<file path="config.mk">
export PLATFORM = sky130hd
export DESIGN_NAME = frb_front
export DESIGN_NICKNAME = d
export VERILOG_FILES = /design/src/frb_pkg.sv /design/src/frb_front.sv
export SDC_FILE = /design/constraint.sdc
export NUM_CORES = 1
export LEC_CHECK = 0
export ABC_AREA = 0
export BUFFER_PORTS_ARGS = -buffer_cell sky130_fd_sc_hd__buf_2
export CAP_MARGIN = 5
export CORE_MARGIN = 2
export CORE_UTILIZATION = 47
export CTS_CLUSTER_SIZE = 24
export DETAILED_ROUTE_END_ITERATION = 12
export GPL_TIMING_DRIVEN = 0
export MAX_ROUTING_LAYER = met4
export PLACE_DENSITY = 0.76
export SKIP_CTS_REPAIR_TIMING = 1
export SLEW_MARGIN = 10
export SYNTH_ARGS = -nofsm -noshare
export SYNTH_HDL_FRONTEND = slang
export SYNTH_SLANG_ARGS = --single-unit
export TNS_END_PERCENT = 100
</file>
<file path="constraint.sdc">
create_clock -name clk_i -period 7.37 [get_ports clk_i]
set_clock_uncertainty 0.15 [all_clocks]
set_input_delay 2.211 -clock clk_i [delete_from_list [all_inputs] [get_ports clk_i]]
set_output_delay 2.211 -clock clk_i [all_outputs]
set_load 0.03 [all_outputs]
</file>
<file path="src/frb_pkg.sv">
// Shared types and codes for the frame ring buffer.
// No dependencies.
`timescale 1ns / 1ps
package frb_pkg;

  localparam int unsigned StoreBytesDef = 65536;
  localparam int unsigned MaxFramesDef  = 256;
  localparam int unsigned SizeW = 17;

  typedef enum logic [1:0] {
    OP_WRITE = 2'd0,
    OP_READ  = 2'd1,
    OP_DROP  = 2'd2,
    OP_CLEAR = 2'd3
  } op_e;

  typedef enum logic [2:0] {
    ST_OK        = 3'd0,
    ST_TOO_BIG   = 3'd1,
    ST_NO_ROOM   = 3'd2,
    ST_EMPTY     = 3'd3,
    ST_DESC_FULL = 3'd4
  } status_e;

  // back end sequencing: memory read cycle, then execute cycle
  typedef enum logic {
    S_IDLE = 1'b0,
    S_EXEC = 1'b1
  } state_e;

  typedef struct packed {
    op_e                op;
    logic [7:0]         data_byte;
    logic [SizeW-1:0]   frame_size;
    logic [7:0]         frame_kind;
    logic signed [63:0] present_time;
    logic signed [63:0] decode_time;
  } item_t;

  typedef struct packed {
    logic [SizeW-1:0]   size;
    logic [7:0]         kind;
    logic signed [63:0] present_time;
    logic signed [63:0] decode_time;
  } desc_t;

  typedef struct packed {
    status_e            status;
    logic [7:0]         out_byte;
    logic [SizeW-1:0]   out_size;
    logic [7:0]         out_kind;
    logic signed [63:0] out_present_time;
    logic signed [63:0] out_decode_time;
    logic               end_of_frame;
    logic [8:0]         frames_queued;
    logic [SizeW-1:0]   free_bytes;
  } result_t;

endpackage

</file>
<file path="src/frb_front.sv">
// Front end: accepts input words and queues them.
// Depends on frb_pkg.
`timescale 1ns / 1ps
module frb_front import frb_pkg::*; (
  input  logic  clk_i,
  input  logic  rst_ni,
  input  logic  in_valid_i,
  output logic  in_ready_o,
  input  item_t in_item_i,
  output logic  q_valid_o,
  output item_t q_item_o,
  input  logic  q_pop_i
);

  item_t      slot_q [2];
  logic       wr_q, wr_d, rd_q, rd_d;
  logic [1:0] cnt_q, cnt_d;
  logic       push;

  assign in_ready_o = (cnt_q != 2'd2);
  assign push       = in_valid_i && in_ready_o;
  assign q_valid_o  = (cnt_q != 2'd0);
  assign q_item_o   = slot_q[rd_q];

  always_comb begin
    wr_d  = push ? ~wr_q : wr_q;
    rd_d  = q_pop_i ? ~rd_q : rd_q;
    cnt_d = cnt_q + 2'(push) - 2'(q_pop_i);
  end

  always_ff @(posedge clk_i or negedge rst_ni) begin
    if (!rst_ni) begin
      wr_q  <= 1'b0;
      rd_q  <= 1'b0;
      cnt_q <= 2'd0;
    end else begin
      wr_q  <= wr_d;
      rd_q  <= rd_d;
      cnt_q <= cnt_d;
    end
  end

  always_ff @(posedge clk_i) begin
    if (push) begin
      slot_q[wr_q] <= in_item_i;
    end
  end

  assert property (@(posedge clk_i) disable iff (!rst_ni)
    (cnt_q == 2'd0) |-> !q_pop_i)
    else $error("pop from empty queue");
  assert property (@(posedge clk_i) disable iff (!rst_ni)
    (cnt_q == 2'd2 && !q_pop_i) |=> (cnt_q == 2'd2))
    else $error("full queue lost an entry");
  assert property (@(posedge clk_i) disable iff (!rst_ni)
    (wr_q == rd_q) |-> (cnt_q == 2'd0 || cnt_q == 2'd2))
    else $error("queue pointers disagree with count");

endmodule

</file>
Word level (Yosys, flattened, before mapping)
Memories as Yosys holds them, arrays and structs flattened.
Index checks and enable logic that the tools add are counted.
{"block": "totals", "regBits": 4, "mem_bits_rw": 326, "in_bits": 167, "output_inout_bits": 165, "wordCells": 13, "mem_count": 1}
{"block": "op_classes", "addsub": 2, "eq_ne": 1, "mux": 2, "bitwise": 2, "reduce_logical": 2}
{"name": "slot_q", "depth": 2, "word_bits": 163, "rd": 1, "rd_ports_with_merged_regs": 0, "write_ports": 1, "line_no": "frb_front.sv:15", "source": "item_t slot_q [2];"}
{"operator": "adder 2 x 1 -> 2 bit", "n": 1}
{"operator": "2-to-1 mux 1 bit", "n": 2}
{"operator": "inequality test 2 bit (second input constant)", "n": 1}
{"operator": "NOT 1 bit", "n": 2}
{"operator": "nonzero test 2 bit", "n": 1}
{"operator": "subtractor 2 x 1 -> 2 bit", "n": 1}
{"operator": "logical AND 1 bit", "n": 1}

Logic depth before layout (Yosys ltp)
{"block": "depth", "word_depth": 4, "ltp_mapped": 5, "depth_no_buf": 5}

Worst setup path before layout
Ideal clock, no wire load.
{"block": "synth_timing", "path_kind": "input to register", "start": "in in_valid_i", "end": "mem slot_q[0][0] (netlist name), enable pin", "setup_ps": 689, "arrival_time_ps": 9091, "t_required_ps": 6531, "path_slack_ps": -2560, "path_stages": 2, "path_buffers": 0, "cell_sequence": "nand2_1 > nor2_1"}
{"block": "synth_via", "elab_chain_cells": 3}
{"element": "start, declared", "line_no": "frb_front.sv:7", "source": "input logic in_valid_i,"}
{"element": "logical AND 1 bit", "line_no": "frb_front.sv:21", "source": "assign push = in_valid_i && in_ready_o;"}
{"element": "2-to-1 mux 1 bit", "line_no": "frb_front.sv:44", "source": "if (push) begin"}
{"element": "2-to-1 mux 1 bit (implied by the code)", "line_no": "frb_front.sv:45", "source": "slot_q[wr_q] <= in_item_i;"}
{"element": "end, declared", "line_no": "frb_front.sv:15"}
Every way passes these cells.

==> impl_metrics.tcl <==
set metrics [dict create \
    area_growth_pct 28.5 \
    synth_compound_area_share_pct 0.125 \
    r2r_cells 6 \
    max-vdd-ir-drop_uv 313 \
    cts_tree "done" \
    drc 0 \
    synthSimpleGateAreaFrac_pct 0.280 \
    rsz0062_at_grt "false" \
    synth.avg_cell_area_um2 23.0 \
    first_iter_violations 401 \
    synth-seq-cells 330 \
    dpl.hpwl_mm 16.5 \
    final_max_slew_viol_count 0 \
    finalSetupViolations 0 \
    synth_area_mm2 0.0121 \
    port_buffers 331 \
    layout-drive-gt1-share_pct 61.7 \
    critPathSlowestCell "dfrtp_1" \
    hp-class "reg -> reg" \
    slew_headroom_pct 65.9 \
    cts_buffers 35 \
    antenna_left 0 \
    slowest_delay_ns 0.37 \
    min_delay_worst_endpoint "wr_q" \
    finalSetupTns_ns 0 \
    grt-ovfl-total 0 \
    drt-total-wl_mm 24.0 \
    cp_max_fo 10 \
    yosys.area.top_type "edfxtp_1" \
    postSynthCellCount 524 \
    grt_pass1_vias 6649 \
    synth_top_family_by_area "multiplexers" \
    start_util_pct 47.9 \
    yosys.area.top_type_share_pct 81.2 \
    vias 6202 \
    dieWidth_um 164 \
    h-tree-depth 2 \
    regToRegEndpoint "slot_q[0][28]" \
    path_buf_inv 3 \
    min_path_cells 1 \
    clk_pin_slew_ns 0.05 \
    ios 332 \
    synthAdderAreaFrac_pct 0.104 \
    synthMuxAreaShare_pct 15.2 \
    crit_path_end_kind "primary output" \
    critPathLaunchType "flip-flop" \
    ys_warn_count 0 \
    yosysSeqAreaShare_pct 82.0 \
    die_y_um 164 \
    grtUsageTotal_pct 17.7 \
    antenna_found_initial 4 \
    fin_nets 1070 \
    gp_congestion 0.778 \
    maxCapViolations 0 \
    crit_type "reg -> out" \
    grt_max_degree 56 \
    cts_sinks 330 \
    critical-path-top-delay-family "buffers and inverters" \
    reg2reg_from "cnt_q[0]" \
    total_power_w 0.00685 \
    grt_pass1_wl_mm 35.3 \
    synth.area.top_cells "edfxtp_1 81%, mux2_2 15%, clkbuf_8 1.4%, dfrtp_1 0.83%, buf_6 0.56%" \
    cp.arrival_ns 1.85 \
    first_pass_iters 6 \
    insertion_delay_ns 0.49 \
    regToRegSetupSlack_ns 5.17 \
    synth_cell_types 16 \
    synth_fp_nets 692 \
    timing.fmax_ghz 0.238 \
    routedWlPerCell_um 19.0 \
    hold_viol 0 \
    cp.required_ns 5.01 \
    min_period_ns 4.21 \
    outcome "finished, final reports clean" \
    hold_start "wr_q" \
    fp.coreArea_mm2 0.0252 \
    clk_path_buf_depth 3 \
    dieArea_mm2 0.0269 \
    fin_crit_sh_pct 57.1 \
    vias_per_cell 4.91 \
    clockRootBuffer "clkbuf_16" \
    cp_cell_sequence "buf_6 > clkbuf_8 > mux2_2 > buf_2" \
    total_leakage_power_nw 5.82 \
    synth_xor_area_share_pct 0.291 \
    row_count 58 \
    powerDensity_mw_per_mm2 443 \
    tightest_slew_ns 0.511 \
]
[routing by layer]
layer	global-route usage, %	vias up	share of wire, %
li1	-	2866	-
met2	30.2	240	52
met3	5.20	49	8.5
met1	20.0	3047	37
met5	-	-	0
met4	6.18	0	2.5
[through the flow]
stage,hold slack (ns),area (um2),cells,setup WS (ns),util [%]
2_1_floorplan,0.329,12100,524,0.195,-
3_3_place_gp,0.345,14100,1185,-2.30,56.1
3_5_place_dp,0.386,14400,1195,3.35,57.1
4_1_cts,0.403,15500,1257,3.10,61.5
5_1_grt,0.450,15500,1261,3.05,61.5
6_report,0.402,15500,1262,3.16,61.5
[worst max path at each step]
stage	startpoint	to	slack [ns]	cells past startpoint
after detailed placement	in_valid_i	slot_q[0][28]	3.35	6
after global placement	in_valid_i	slot_q[0][131]	-2.30	3
final	rd_q	q_item_o[62]	3.16	4
after CTS	rd_q	q_item_o[139]	3.10	4
after global routing	rd_q	q_item_o[61]	3.05	4
after floorplan	in_valid_i	slot_q[0][0]	0.20	2
[kinds of logic (layout without fill, tap and decap cells)]
group	count (synthesis)	count (layout)
multiplexers	163	163
XOR/XNOR	4	4
adder cells (fa/ha/maj)	1	1
other	0	5
AND/OR/NAND/NOR	6	6
AO/OA/AOI/OAI	2	2
buffers and inverters	18	421
flip-flops	330	330
[layout make-up]
type | count | area [um2]
fillers | 1824 | 9690
repair buffers | 341 | 1910
clock inverters | 17 | 133
well taps | 330 | 413
multi-input cells | 176 | 1940
flip-flops and latches | 330 | 9890
clock buffers | 45 | 956
plain buffers | 18 | 233
diodes | 5 | 12.5
[flip-flops by register name (all words and copies together) (netlist names)]
signal / flops
cnt_q: 2
rd_q: 1
slot_q: 326
wr_q: 1
[cells in the mapped netlist]
library cell	number
edfxtp_1	326
mux2_2	163
clkbuf_8	12
buf_6	6
dfrtp_1	4
xnor2_1	3
a21bo_2	1
a21oi_1	1
and3_1	1
ha_1	1
nand2_1	1
nand2b_1	1
nor2_1	1
nor3b_1	1
or2_2	1
xor2_1	1
[cells in the final DEF (no fill, tap or decap)]
cell type	count
edfxtp_1	326
buf_2	331
xor2_1	1
or2_2	1
clkbuf_16	37
a21oi_1	1
diode_2	5
clkbuf_8	12
xnor2_1	3
clkinv_2	5
nor2_4	1
dfrtp_1	4
ha_1	1
a21bo_2	1
clkbuf_1	8
nor3b_1	1
buf_16	7
buf_6	6
buf_12	3
and3_4	1
nand2b_1	1
clkinv_4	2
mux2_2	163
bufinv_16	2
clkinv_1	8
nand2_1	1
[power breakdown]
| part | internal (W) | switching (W) | total (W) |
|---|---|---|---|
| Clock | 0.000985 | 0.000656 | 0.00164 |
| Sequential | 0.00256 | 0.0000889 | 0.00265 |
| Combinational | 0.000931 | 0.00164 | 0.00257 |
(Power assumes the default switching activity.)
